`src/rtl/hrbp_pkg.sv`:
```
// ----------------------------------------------------------------------------
// HTTP request byte parser - package
// Phase, header and result codes, token caps and string match helpers.
// ----------------------------------------------------------------------------
package hrbp_pkg;

    localparam int METHOD_LEN_MAX_DEF  = 16;
    localparam int PATH_LEN_MAX_DEF    = 64;
    localparam int VERSION_LEN_MAX_DEF = 16;
    localparam int FIELD_LEN_MAX_DEF   = 64;
    localparam int VALUE_LEN_MAX_DEF   = 128;

    typedef enum logic [2:0] {
        PH_METHOD  = 3'd0,
        PH_PATH    = 3'd1,
        PH_VERSION = 3'd2,
        PH_FIELD   = 3'd3,
        PH_VALUE   = 3'd4,
        PH_DEAD    = 3'd6
    } t_phase;

    typedef enum logic [1:0] {
        HDR_NONE       = 2'd0,
        HDR_UPG        = 2'd1,
        HDR_CONNECTION = 2'd2,
        HDR_KEY        = 2'd3
    } t_hdr;

    typedef enum logic [1:0] {
        EV_NONE    = 2'd0,
        EV_DONE    = 2'd1,
        EV_UPGRADE = 2'd2
    } t_event;

    typedef enum logic [2:0] {
        RESP_NONE      = 3'd0,
        RESP_OK        = 3'd1,
        RESP_SWITCH    = 3'd2,
        RESP_BAD       = 3'd3,
        RESP_NOT_FOUND = 3'd4
    } t_resp;

    typedef struct packed {
        t_resp  resp;
        t_event ev;
    } t_result;

    localparam logic [7:0] CHR_CR    = 8'h0D;
    localparam logic [7:0] CHR_LF    = 8'h0A;
    localparam logic [7:0] CHR_SP    = 8'h20;
    localparam logic [7:0] CHR_COLON = 8'h3A;

    // Candidate mask bits for header names.
    localparam int CAND_UPG = 0;
    localparam int CAND_CON = 1;
    localparam int CAND_KEY = 2;

    localparam int SOCK_LEN = 7;
    localparam int UPG_LEN  = 7;
    localparam int CON_LEN  = 10;
    localparam int KEY_LEN  = 17;
    localparam int WS_LEN   = 9;

    localparam logic [SOCK_LEN*8-1:0] SOCK_STR = "/socket";
    localparam logic [UPG_LEN*8-1:0]  UPG_STR  = "upgrade";
    localparam logic [CON_LEN*8-1:0]  CON_STR  = "connection";
    localparam logic [KEY_LEN*8-1:0]  KEY_STR  = "sec-websocket-key";
    localparam logic [WS_LEN*8-1:0]   WS_STR   = "websocket";

    function automatic logic [7:0] f_lower(input logic [7:0] c);
        logic [7:0] l;
        l = c;
        if (c >= 8'h41 && c <= 8'h5A) begin
            l = c + 8'd32;
        end
        return l;
    endfunction

    // Character at position pos matches; false past the end of the string.
    function automatic logic f_hit_sock(input logic [7:0] pos, input logic [7:0] c);
        logic hit;
        hit = 1'b0;
        if (pos < 8'(SOCK_LEN)) begin
            hit = (c == SOCK_STR[(SOCK_LEN - 1 - int'(pos)) * 8 +: 8]);
        end
        return hit;
    endfunction

    function automatic logic f_hit_upg(input logic [7:0] pos, input logic [7:0] c);
        logic hit;
        hit = 1'b0;
        if (pos < 8'(UPG_LEN)) begin
            hit = (c == UPG_STR[(UPG_LEN - 1 - int'(pos)) * 8 +: 8]);
        end
        return hit;
    endfunction

    function automatic logic f_hit_con(input logic [7:0] pos, input logic [7:0] c);
        logic hit;
        hit = 1'b0;
        if (pos < 8'(CON_LEN)) begin
            hit = (c == CON_STR[(CON_LEN - 1 - int'(pos)) * 8 +: 8]);
        end
        return hit;
    endfunction

    function automatic logic f_hit_key(input logic [7:0] pos, input logic [7:0] c);
        logic hit;
        hit = 1'b0;
        if (pos < 8'(KEY_LEN)) begin
            hit = (c == KEY_STR[(KEY_LEN - 1 - int'(pos)) * 8 +: 8]);
        end
        return hit;
    endfunction

    function automatic logic f_hit_ws(input logic [7:0] pos, input logic [7:0] c);
        logic hit;
        hit = 1'b0;
        if (pos < 8'(WS_LEN)) begin
            hit = (c == WS_STR[(WS_LEN - 1 - int'(pos)) * 8 +: 8]);
        end
        return hit;
    endfunction

endpackage

```
`src/rtl/hrbp_core.sv`:
```
// ----------------------------------------------------------------------------
// HTTP request byte parser - parse core
// Per-byte phase walk, token caps, path/name/value matchers and header flags.
// ----------------------------------------------------------------------------
module hrbp_core #(
    parameter int METHOD_LEN_MAX  = hrbp_pkg::METHOD_LEN_MAX_DEF,
    parameter int PATH_LEN_MAX    = hrbp_pkg::PATH_LEN_MAX_DEF,
    parameter int VERSION_LEN_MAX = hrbp_pkg::VERSION_LEN_MAX_DEF,
    parameter int FIELD_LEN_MAX   = hrbp_pkg::FIELD_LEN_MAX_DEF,
    parameter int VALUE_LEN_MAX   = hrbp_pkg::VALUE_LEN_MAX_DEF
) (
    input  logic              i_clk,
    input  logic              i_rst_n,
    input  logic              i_en,
    input  logic [7:0]        i_byte,
    output hrbp_pkg::t_result o_result
);

    hrbp_pkg::t_phase r_phase, n_phase;
    logic [7:0]       r_cnt, n_cnt;
    logic [2:0]       r_path_prog, n_path_prog;
    logic             r_path_miss, n_path_miss;
    logic [2:0]       r_cand, n_cand;
    hrbp_pkg::t_hdr   r_hdr, n_hdr;
    logic [3:0]       r_ndl_prog, n_ndl_prog;
    logic             r_ndl_found, n_ndl_found;
    logic             r_upgrade_ok, n_upgrade_ok;
    logic             r_connection_ok, n_connection_ok;
    logic             r_key_seen, n_key_seen;

    logic [7:0] low_c;
    logic       skip;
    logic [7:0] ndl_len;
    logic       ndl_hit;
    logic       ndl_first;
    logic [3:0] ndl_next;

    assign low_c = hrbp_pkg::f_lower(i_byte);
    assign skip  = (r_phase <= hrbp_pkg::PH_VALUE) &&
                   (i_byte == hrbp_pkg::CHR_CR ||
                    (i_byte == hrbp_pkg::CHR_SP && r_cnt == 8'd0));

    // Needle matcher: "websocket" under Upgrade, "upgrade" under Connection.
    always_comb begin
        if (r_hdr == hrbp_pkg::HDR_UPG) begin
            ndl_len   = 8'(hrbp_pkg::WS_LEN);
            ndl_hit   = hrbp_pkg::f_hit_ws({4'd0, r_ndl_prog}, low_c);
            ndl_first = hrbp_pkg::f_hit_ws(8'd0, low_c);
        end else begin
            ndl_len   = 8'(hrbp_pkg::UPG_LEN);
            ndl_hit   = hrbp_pkg::f_hit_upg({4'd0, r_ndl_prog}, low_c);
            ndl_first = hrbp_pkg::f_hit_upg(8'd0, low_c);
        end
        if (ndl_hit) begin
            ndl_next = r_ndl_prog + 4'd1;
        end else begin
            ndl_next = ndl_first ? 4'd1 : 4'd0;
        end
    end

    always_comb begin
        n_phase         = r_phase;
        n_cnt           = r_cnt;
        n_path_prog     = r_path_prog;
        n_path_miss     = r_path_miss;
        n_cand          = r_cand;
        n_hdr           = r_hdr;
        n_ndl_prog      = r_ndl_prog;
        n_ndl_found     = r_ndl_found;
        n_upgrade_ok    = r_upgrade_ok;
        n_connection_ok = r_connection_ok;
        n_key_seen      = r_key_seen;
        o_result.ev     = hrbp_pkg::EV_NONE;
        o_result.resp   = hrbp_pkg::RESP_NONE;

        if (!skip) begin
            unique case (r_phase)
                hrbp_pkg::PH_METHOD: begin
                    if (i_byte == hrbp_pkg::CHR_SP) begin
                        n_phase     = hrbp_pkg::PH_PATH;
                        n_cnt       = 8'd0;
                        n_path_prog = 3'd0;
                        n_path_miss = 1'b0;
                    end else if (r_cnt < 8'(METHOD_LEN_MAX)) begin
                        n_cnt = r_cnt + 8'd1;
                    end
                end
                hrbp_pkg::PH_PATH: begin
                    if (i_byte == hrbp_pkg::CHR_SP) begin
                        n_phase = hrbp_pkg::PH_VERSION;
                        n_cnt   = 8'd0;
                    end else if (r_cnt < 8'(PATH_LEN_MAX)) begin
                        if (!hrbp_pkg::f_hit_sock(r_cnt, i_byte)) begin
                            n_path_miss = 1'b1;
                        end
                        if (r_path_prog != 3'd7) begin
                            n_path_prog = r_path_prog + 3'd1;
                        end
                        n_cnt = r_cnt + 8'd1;
                    end
                end
                hrbp_pkg::PH_VERSION: begin
                    if (i_byte == hrbp_pkg::CHR_LF) begin
                        n_phase = hrbp_pkg::PH_FIELD;
                        n_cnt   = 8'd0;
                        n_cand  = 3'b111;
                        n_hdr   = hrbp_pkg::HDR_NONE;
                    end else if (r_cnt < 8'(VERSION_LEN_MAX)) begin
                        n_cnt = r_cnt + 8'd1;
                    end
                end
                hrbp_pkg::PH_FIELD: begin
                    if (i_byte == hrbp_pkg::CHR_LF) begin
                        // Blank line or a line without a colon: end of request.
                        o_result.ev = hrbp_pkg::EV_DONE;
                        if (!r_path_miss && r_path_prog == 3'd1) begin
                            o_result.resp = hrbp_pkg::RESP_OK;
                        end else if (!r_path_miss && r_path_prog == 3'd7) begin
                            if (r_connection_ok && r_upgrade_ok && r_key_seen) begin
                                o_result.ev   = hrbp_pkg::EV_UPGRADE;
                                o_result.resp = hrbp_pkg::RESP_SWITCH;
                            end else begin
                                o_result.resp = hrbp_pkg::RESP_BAD;
                            end
                        end else begin
                            o_result.resp = hrbp_pkg::RESP_NOT_FOUND;
                        end
                        n_phase = (o_result.ev == hrbp_pkg::EV_UPGRADE) ?
                                  hrbp_pkg::PH_DEAD : hrbp_pkg::PH_METHOD;
                        n_cnt   = 8'd0;
                        n_cand  = 3'b111;
                        n_hdr   = hrbp_pkg::HDR_NONE;
                    end else if (i_byte == hrbp_pkg::CHR_COLON) begin
                        priority if (r_cand[hrbp_pkg::CAND_KEY] &&
                                     r_cnt == 8'(hrbp_pkg::KEY_LEN)) begin
                            n_hdr = hrbp_pkg::HDR_KEY;
                        end else if (r_cand[hrbp_pkg::CAND_CON] &&
                                     r_cnt == 8'(hrbp_pkg::CON_LEN)) begin
                            n_hdr = hrbp_pkg::HDR_CONNECTION;
                        end else if (r_cand[hrbp_pkg::CAND_UPG] &&
                                     r_cnt == 8'(hrbp_pkg::UPG_LEN)) begin
                            n_hdr = hrbp_pkg::HDR_UPG;
                        end else begin
                            n_hdr = hrbp_pkg::HDR_NONE;
                        end
                        n_phase     = hrbp_pkg::PH_VALUE;
                        n_cnt       = 8'd0;
                        n_ndl_prog  = 4'd0;
                        n_ndl_found = 1'b0;
                    end else if (r_cnt < 8'(FIELD_LEN_MAX)) begin
                        n_cand[hrbp_pkg::CAND_UPG] = r_cand[hrbp_pkg::CAND_UPG] &
                            hrbp_pkg::f_hit_upg(r_cnt, low_c);
                        n_cand[hrbp_pkg::CAND_CON] = r_cand[hrbp_pkg::CAND_CON] &
                            hrbp_pkg::f_hit_con(r_cnt, low_c);
                        n_cand[hrbp_pkg::CAND_KEY] = r_cand[hrbp_pkg::CAND_KEY] &
                            hrbp_pkg::f_hit_key(r_cnt, low_c);
                        n_cnt = r_cnt + 8'd1;
                    end
                end
                hrbp_pkg::PH_VALUE: begin
                    if (i_byte == hrbp_pkg::CHR_LF) begin
                        unique case (r_hdr)
                            hrbp_pkg::HDR_UPG:        n_upgrade_ok    = r_ndl_found;
                            hrbp_pkg::HDR_CONNECTION: n_connection_ok = r_ndl_found;
                            hrbp_pkg::HDR_KEY:        n_key_seen      = 1'b1;
                            default: ;
                        endcase
                        n_phase = hrbp_pkg::PH_FIELD;
                        n_cnt   = 8'd0;
                        n_cand  = 3'b111;
                        n_hdr   = hrbp_pkg::HDR_NONE;
                    end else if (r_cnt < 8'(VALUE_LEN_MAX)) begin
                        if ((r_hdr == hrbp_pkg::HDR_UPG ||
                             r_hdr == hrbp_pkg::HDR_CONNECTION) && !r_ndl_found) begin
                            if ({4'd0, ndl_next} >= ndl_len) begin
                                n_ndl_found = 1'b1;
                                n_ndl_prog  = 4'd0;
                            end else begin
                                n_ndl_prog = ndl_next;
                            end
                        end
                        n_cnt = r_cnt + 8'd1;
                    end
                end
                default: ;  // dead after upgrade: drop every byte
            endcase
        end
    end

    always_ff @(posedge i_clk) begin
        if (!i_rst_n) begin
            r_phase         <= hrbp_pkg::PH_METHOD;
            r_cnt           <= 8'd0;
            r_path_prog     <= 3'd0;
            r_path_miss     <= 1'b0;
            r_cand          <= 3'b111;
            r_hdr           <= hrbp_pkg::HDR_NONE;
            r_ndl_prog      <= 4'd0;
            r_ndl_found     <= 1'b0;
            r_upgrade_ok    <= 1'b0;
            r_connection_ok <= 1'b0;
            r_key_seen      <= 1'b0;
        end else if (i_en) begin
            r_phase         <= n_phase;
            r_cnt           <= n_cnt;
            r_path_prog     <= n_path_prog;
            r_path_miss     <= n_path_miss;
            r_cand          <= n_cand;
            r_hdr           <= n_hdr;
            r_ndl_prog      <= n_ndl_prog;
            r_ndl_found     <= n_ndl_found;
            r_upgrade_ok    <= n_upgrade_ok;
            r_connection_ok <= n_connection_ok;
            r_key_seen      <= n_key_seen;
        end
    end

endmodule

```
`src/rtl/http_request_byte_parser.sv`:
```
// Output: a result is registered and appears in the cycle after its byte is transferred.
// Throughput: one byte per cycle; the single output register refills in the
//   cycle its result is taken, so input ready is low only while a result stalls.
// Reset: synchronous, active low; returns to the method phase, clears the
//   header flags and the dead state, and empties the output register.
// ----------------------------------------------------------------------------
// HTTP request byte parser - top level
// Stream wrapper: byte in, one {event, response} result out per byte.
// ----------------------------------------------------------------------------
module http_request_byte_parser #(
    parameter int METHOD_LEN_MAX  = hrbp_pkg::METHOD_LEN_MAX_DEF,
    parameter int PATH_LEN_MAX    = hrbp_pkg::PATH_LEN_MAX_DEF,
    parameter int VERSION_LEN_MAX = hrbp_pkg::VERSION_LEN_MAX_DEF,
    parameter int FIELD_LEN_MAX   = hrbp_pkg::FIELD_LEN_MAX_DEF,
    parameter int VALUE_LEN_MAX   = hrbp_pkg::VALUE_LEN_MAX_DEF
) (
    input  logic       i_clk,
    input  logic       i_rst_n,
    input  logic       i_s_axis_tvalid,
    output logic       o_s_axis_tready,
    input  logic [7:0] i_s_axis_tdata,   // [7:0] byte_in
    output logic       o_m_axis_tvalid,
    input  logic       i_m_axis_tready,
    output logic [7:0] o_m_axis_tdata    // [1:0] event_res, [4:2] response, [7:5] zero
);

    hrbp_pkg::t_result res;
    hrbp_pkg::t_result r_res;
    logic              r_valid;
    logic              take;

    assign o_s_axis_tready = !r_valid || i_m_axis_tready;
    assign take            = i_s_axis_tvalid && o_s_axis_tready;

    hrbp_core #(
        .METHOD_LEN_MAX  (METHOD_LEN_MAX),
        .PATH_LEN_MAX    (PATH_LEN_MAX),
        .VERSION_LEN_MAX (VERSION_LEN_MAX),
        .FIELD_LEN_MAX   (FIELD_LEN_MAX),
        .VALUE_LEN_MAX   (VALUE_LEN_MAX)
    ) u_core (
        .i_clk    (i_clk),
        .i_rst_n  (i_rst_n),
        .i_en     (take),
        .i_byte   (i_s_axis_tdata),
        .o_result (res)
    );

    always_ff @(posedge i_clk) begin
        if (!i_rst_n) begin
            r_valid <= 1'b0;
        end else if (take) begin
            r_valid <= 1'b1;
        end else if (i_m_axis_tready) begin
            r_valid <= 1'b0;
        end
    end

    always_ff @(posedge i_clk) begin
        if (take) begin
            r_res <= res;
        end
    end

    assign o_m_axis_tvalid = r_valid;
    assign o_m_axis_tdata  = {3'd0, r_res.resp, r_res.ev};

endmodule

```
`config.mk`:
```
export PLATFORM = sky130hd
export DESIGN_NAME = http_request_byte_parser
export DESIGN_NICKNAME = d
export VERILOG_FILES = /design/src/rtl/hrbp_pkg.sv /design/src/rtl/hrbp_core.sv /design/src/rtl/http_request_byte_parser.sv
export SDC_FILE = /design/constraint.sdc
export NUM_CORES = 1
export LEC_CHECK = 0
export BUFFER_PORTS_ARGS = -buffer_cell sky130_fd_sc_hd__buf_4
export CAP_MARGIN = 0
export CORE_ASPECT_RATIO = 0.7
export CORE_MARGIN = 1.5
export CORE_UTILIZATION = 60
export CTS_CLUSTER_SIZE = 28
export DETAILED_ROUTE_END_ITERATION = 16
export HOLD_SLACK_MARGIN = 0.15
export PLACE_DENSITY_LB_ADDON = 0.2
export SYNTH_ARGS = -nofsm -noshare
export SYNTH_HDL_FRONTEND = slang
export SYNTH_SLANG_ARGS = --single-unit
```
`constraint.sdc`:
```
create_clock -name i_clk -period 3.99 [get_ports i_clk]
set_input_delay 0.798 -clock i_clk [delete_from_list [all_inputs] [get_ports i_clk]]
set_output_delay 0.798 -clock i_clk [all_outputs]
set_load 0.05 [all_outputs]
```
Word-level counts from Yosys, hierarchy flattened
Index checks and enable logic that the tools add are counted.
- flip-flop bits (word level): 34
- bits in latches: 0
- bits in writable memories: 0
- ROM bits: 0
- bits of input ports: 12
- word-level logic and storage cells: 229
- memories kept: 0
- add/subtract/negate cells: 9
- $mul: 0
- div/mod/pow operators: 0
- order comparisons: 12
- eq/ne operators: 43
- shift operators: 6
- multiplexer cells: 95
- bitwise logic cells: 7
- reductions and logical operators: 41
- operator list (cell ; number):
    $shiftx A56 B32 Y8 const A ; 3
    $shiftx A136 B32 Y8 const A ; 1
    $mux W8 ; 10
    $shiftx A80 B32 Y8 const A ; 1
    $shiftx A72 B32 Y8 const A ; 1
    $eq A8 B8 Y1 ; 6
    $mux W3 ; 15
    $mux W1 ; 43
    $pmux W8 S5 ; 1
    $mux W4 ; 8
    $eq A8 B4 Y1 const B ; 3
    $mux W2 ; 11
    $reduce_and A7 Y1 ; 3
    $reduce_and A5 Y1 ; 4
    $ne A2 B1 Y1 const B ; 9
    $eq A8 B6 Y1 const B ; 2
    $eq A8 B7 Y1 const B ; 2
    $lt A8 B5 Y1 const B ; 2
    $logic_and A1 B1 Y1 ; 12
    $pmux W3 S2 ; 2
    $pmux W3 S4 ; 1
    $ne A3 B1 Y1 const B ; 3
    $reduce_and A9 Y1 ; 1
    $sub A3 B8 Y9 const A ; 1
    46 further kinds ; 68

Depth between registers and ports, before layout
- depth after elaboration: 15
- depth in mapped cells: 18
- mapped depth without buffers: 15

Hierarchy
Synthesis repeated with hierarchy kept, for this count alone.
- cell total of the unflattened synthesis: 626
- area, all modules: 4354.2 µm²
- modules (own cells, without submodules) (module ; times used ; cells each ; area each (µm²)):
    hrbp_core ; 1 ; 612 ; 4120.2
    http_request_byte_parser ; 1 ; 14 ; 234.0

Worst setup path before layout
No wires, ideal clock.
- path type: register to register
- start point: register u_core.r_ndl_prog[0]
- end point: register u_core.r_ndl_found
- library setup time: 0.119 ns
- data arrival time: 3.491 ns
- path slack: 0.381 ns
- stages on the path, launching flop included: 18
- buffers on the path: 2
- cells stage by stage: dfxtp_1 buf_2 inv_1 ha_1 buf_2 or4b_2 a31oi_1 a31oi_1 xnor2_1 o211ai_1 o22a_4 and2b_1 ha_1 nand3_1 nor2_1 mux2i_1 a21oi_1 o221a_2
- longest elaborated chain between the ends: 9
- elaborated cells on any way between the ends: 16
- ends and longest elaborated chain (item ; RTL line ; RTL):
    from (decl) ; hrbp_core.sv:25 ; logic [3:0] r_ndl_prog, n_ndl_prog;
    from (signal assigned) ; hrbp_core.sv:210 ; r_ndl_prog <= n_ndl_prog;
    $sub A4 B4 Y5 or $sub A3 B4 Y5 (tied branches) ; hrbp_pkg.sv:120, hrbp_pkg.sv:93 ;
    $shiftx A72 B32 Y8 or $shiftx A56 B32 Y8 (tied branches) ; hrbp_pkg.sv:120, hrbp_pkg.sv:93 ;
    $eq A8 B8 Y1 (on tied branches) ; hrbp_pkg.sv:120, hrbp_pkg.sv:93 ;
    $mux W1 (on tied branches) ; hrbp_pkg.sv:119, hrbp_pkg.sv:92 ;
    $mux W1 ; hrbp_core.sv:45 ; if (r_hdr == hrbp_pkg::HDR_UPG) begin
    $mux W4 * ; hrbp_core.sv:54 ; if (ndl_hit) begin
    $ge A4 B4 Y1 * ; hrbp_core.sv:175 ; if ({4'd0, ndl_next} >= ndl_len) begin
    $ne A2 B1 Y1 (no line) * ; - ;
    $reduce_and A9 Y1 (no line) * ; - ;
    to (signal assigned) ; hrbp_core.sv:211 ; r_ndl_found <= n_ndl_found;
    to (decl) ; hrbp_core.sv:26 ; logic r_ndl_found, n_ndl_found;
Mark *: on every way between the ends. The rest lies on a longest branch, timed or not.
A chain may end at the register's enable or synchronous reset.

Worst setup path in the final report
Same ends and word-level chain as after synthesis.

==> impl_metrics.sql <==
INSERT INTO impl_metrics (metric_group, metric, value, unit) VALUES
('run_status', 'run_status', 'finished, final reports clean', ''),
('global_route', 'overflow', '0', ''),
('sta', 'slew_viol_final', '0', ''),
('sta', 'fin_setup_tns', '0', 'ps'),
('placement', 'post-place-cells', '695', ''),
('finish', 'multi_input_area', '0.003298', 'mm2'),
('synthesis', 'mean_area_per_synthesized_cell', '6.990', 'um2'),
('synthesis', 'synth_area_leader_cell', 'sky130_fd_sc_hd__dfxtp_1', ''),
('synthesis', 'dominantRegCellSynth', 'sky130_fd_sc_hd__dfxtp_1', ''),
('sta', 'fmaxAchievable', '279.1', 'MHz'),
('synthesis', 'synth-edff-count', '5', ''),
('hold_path', 'hold_class', 'reg2reg', ''),
('power', 'power-per-cell-area', '216.9', 'mW/mm2'),
('synthesis', 'synthDominantCellAreaShare', '13.42', '%'),
('clocking', 'root_buffer', 'sky130_fd_sc_hd__clkbuf_8', ''),
('clocking', 'clk_path_buf_depth', '2', ''),
('sta', 'time_the_final_worst_path_needs_with_i_o_delays_and_setup', '3583', 'ps'),
('detailed_routing', 'detail_route_antenna_nets', '0', ''),
('detailed_routing', 'detail_route.wl_per_cell', '16.28', 'um'),
('placement', 'gp_congestion', '0.9310', ''),
('worst_setup_path', 'timing_worst_setup_path_type', 'reg2reg', ''),
('finish', 'seq_area', '730.7', 'um2'),
('clocking', 'ctsHoldBuffers', '0', ''),
('sta', 'worst_pin_slew', '792.6', 'ps'),
('floorplan', 'die_extent_in_x', '104.5', 'um'),
('finish', 'stdcell_area', '0.004587', 'mm2'),
('clocking', 'clock_sink_count', '34', ''),
('clocking', 'worst_setup_hold_path_clk_slew', '80', 'ps'),
('worst_setup_path', 'crit_required', '4170', 'ps'),
('synthesis', 'ys_seq_elements', '34', ''),
('sta', 'setup_violations', '0', ''),
('floorplan', 'floorplan.io_pins', '22', ''),
('floorplan', 'die-area', '0.007737', 'mm2'),
('synthesis', 'synth.top_cells.by_area', 'sky130_fd_sc_hd__dfxtp_1 13%, sky130_fd_sc_hd__ha_1 5.8%, sky130_fd_sc_hd__nor2_1 5.7%', ''),
('floorplan', 'core_area', '0.006850', 'mm2'),
('worst_setup_path', 'worstSetupEndpointType', 'flip-flop', ''),
('clocking', 'tritoncts', 'yes', ''),
('worst_setup_path', 'critical_path.startpoint_type', 'flip-flop', ''),
('floorplan', 'initial_core_util', '63.16', '%'),
('sta', 'post-route-period-util', '89.81', '%'),
('synthesis', 'synthCells', '619', ''),
('finish', 'share_of_final_layout_standard_cells_stronger_than_drive_strength_1', '10.34', '%'),
('synthesis', 'synthesis.yosys.warnings', '0', ''),
('placement', 'portBuffers', '18', ''),
('clocking', 'clkLatencyLatePin', '290', 'ps'),
('worst_setup_path', 'regToRegSetupSlack', '410', 'ps'),
('synthesis', 'synth_cell_type_count', '77', ''),
('sta', 'slew_headroom', '47.09', '%'),
('power', 'leakage_dissipation', '1.756', 'nW'),
('placement', 'postPlaceCellArea', '0.004453', 'mm2'),
('sta', 'hold_violations', '0', ''),
('worst_setup_path', 'worst_path_largest_cell_delay', '610', 'ps'),
('global_route', 'antenna_found_initial', '0', ''),
('finish', 'area_delta_synth_final', '6.015', '%'),
('sta', 'whs', '496.5', 'ps'),
('floorplan', 'floorplan.rows', '25', ''),
('global_route', 'groute.usage.overall', '30.26', '%'),
('sta', 'finalClockSkew', '5.312', 'ps'),
('worst_setup_path', 'critical-path-slowest-cell', 'sky130_fd_sc_hd__or4b_2', ''),
('clocking', 'h_tree_depth', '2', ''),
('detailed_routing', 'via_count', '4588', ''),
('sta', 'grt_setup_unrepaired', 'false', ''),
('global_route', 'largest_net_degree_at_the_start_of_global_routing', '28', ''),
('clocking', 'tritoncts.num_buffers', '5', ''),
('finish', 'layout.nets', '640', ''),
('power', 'fin_total_pwr', '0.0009951', 'W'),
('synthesis', 'synth_area', '0.004327', 'mm2'),
('finish', 'layout.cells.non_filler', '703', ''),
('finish', 'antennaDiodeCount', '0', ''),
('clocking', 'cts_resized', '0', ''),
('synthesis', 'asyncSetResetFlopFracSynth', '0', '%');
[cell type report]
class / instances / area share [%]
Sequential cell: 34 / 15.93
Clock inverter: 3 / 0.9820
Multi-Input combinational cell: 511 / 71.90
Tap cell: 94 / 2.564
Clock buffer: 5 / 1.500
Timing Repair Buffer: 31 / 5.074
Inverter: 25 / 2.046
[cells by family (layout without fill, tap and decap cells)]
family	count (synthesis)	in the layout	share of synthesized area, %
XOR/XNOR	30	30	6.073
multiplexers	14	14	3.557
AO/OA/AOI/OAI	197	197	31.29
buffers and inverters	76	64	7.519
AND/OR/NAND/NOR	247	247	28.80
adder cells (fa/ha/maj)	20	20	5.784
other	1	3	0.08667
flip-flops	34	34	16.89
[Yosys cell counts, types with 6 or more instances]
library cell               count
sky130_fd_sc_hd__dfxtp_1      29
sky130_fd_sc_hd__a21o_1        8
sky130_fd_sc_hd__a211oi_1      6
sky130_fd_sc_hd__and3_1        6
sky130_fd_sc_hd__nand4_1       7
sky130_fd_sc_hd__a31oi_1      10
sky130_fd_sc_hd__nand2_1      53
sky130_fd_sc_hd__o21ai_0      39
sky130_fd_sc_hd__mux2i_1      12
sky130_fd_sc_hd__inv_1        24
sky130_fd_sc_hd__buf_2        14
sky130_fd_sc_hd__a21oi_1      48
sky130_fd_sc_hd__nor4_1        8
sky130_fd_sc_hd__nor3_1       26
sky130_fd_sc_hd__nand2b_1     12
sky130_fd_sc_hd__o22ai_1       6
sky130_fd_sc_hd__ha_1         20
sky130_fd_sc_hd__nor2b_1      12
sky130_fd_sc_hd__nand3_1      22
sky130_fd_sc_hd__o31ai_1       8
sky130_fd_sc_hd__nor2_1       66
sky130_fd_sc_hd__xor2_1        9
sky130_fd_sc_hd__clkbuf_1     32
sky130_fd_sc_hd__o21a_1        7
sky130_fd_sc_hd__xnor2_1      21
[power by group]
| part | leakage (nW) | internal [W] | switching (W) |
|---|---|---|---|
| Sequential | 0.285 | 0.000352 | 0.00000800 |
| Clock | 0.0504 | 0.000186 | 0.000144 |
| Combinational | 1.42 | 0.000111 | 0.000194 |
[metal layers]
layer	part of all wire (%)	global-route usage, %	vias up
met5	0	0	-
li1	-	-	2245
met1	49	44.88	2130
met4	1.2	7.716	0
met2	43	46.20	193
met3	7.6	4.294	20
[state kept, by name (all words and copies together), names as in the netlist]
signal,flops
o_m_axis_tvalid,1
u_core.r_hdr,2
u_core.r_cnt,8
u_core.r_phase,3
u_core.r_path_prog,3
u_core.r_upgrade_ok,1
u_core.r_connection_ok,1
u_core.r_key_seen,1
u_core.r_ndl_prog,4
u_core.r_path_miss,1
u_core.r_cand,3
u_core.r_ndl_found,1
o_m_axis_tdata,5
[path summary, 6_finish.rpt]
path                                                   startpoint                         endpoint  depth (start not counted)
worst max-delay path            u_core.r_ndl_prog[0]$_SDFFE_PN0P_  u_core.r_ndl_found$_SDFFE_PN0P_                         16
worst min-delay path               u_core.r_key_seen$_SDFFE_PN0P_   u_core.r_key_seen$_SDFFE_PN0P_                          2
worst max register to register  u_core.r_ndl_prog[0]$_SDFFE_PN0P_  u_core.r_ndl_found$_SDFFE_PN0P_                         16
worst min register to register     u_core.r_key_seen$_SDFFE_PN0P_   u_core.r_key_seen$_SDFFE_PN0P_                          2
[worst max-delay path, delay by kind of cell (launching register included)]
family	cells	cell delay (ps)
and+or+nand+nor	4	970
DFF	1	310
xor gates and xnor gates	1	140
buffers and inverters	2	380
muxes	1	210
adders and majority gates	2	500
AOI/OAI and AO/OA	6	960
[metrics by stage]
step                utilization [%]  setup slack [ps]
floorplan                         -             380.6
global placement              65.00             258.5
detailed placement            65.00             202.8
CTS                           66.67             303.5
global route                  66.96             53.69
finish                        66.96             406.5
[layout by cell type (no fill, tap or decap), types with 6 or more instances in the layout]
cell	netlist	final
sky130_fd_sc_hd__nand2_1	53	53
sky130_fd_sc_hd__o21a_1	7	7
sky130_fd_sc_hd__o21ai_0	39	39
sky130_fd_sc_hd__xor2_1	9	9
sky130_fd_sc_hd__nor2_1	66	66
sky130_fd_sc_hd__o22ai_1	6	6
sky130_fd_sc_hd__o31ai_1	8	8
sky130_fd_sc_hd__a21o_1	8	8
sky130_fd_sc_hd__a21oi_1	48	48
sky130_fd_sc_hd__a211oi_1	6	6
sky130_fd_sc_hd__mux2i_1	12	12
sky130_fd_sc_hd__ha_1	20	19
sky130_fd_sc_hd__and3_1	6	6
sky130_fd_sc_hd__nand3_1	22	22
sky130_fd_sc_hd__inv_1	24	24
sky130_fd_sc_hd__nand4_1	7	7
sky130_fd_sc_hd__nor2b_1	12	12
sky130_fd_sc_hd__nor4_1	8	8
sky130_fd_sc_hd__nor3_1	26	26
sky130_fd_sc_hd__buf_4	4	31
sky130_fd_sc_hd__a31oi_1	10	10
sky130_fd_sc_hd__dfxtp_1	29	29
sky130_fd_sc_hd__xnor2_1	21	21
sky130_fd_sc_hd__nand2b_1	12	12
No activity file was read; power rests on OpenSTA's default activity.
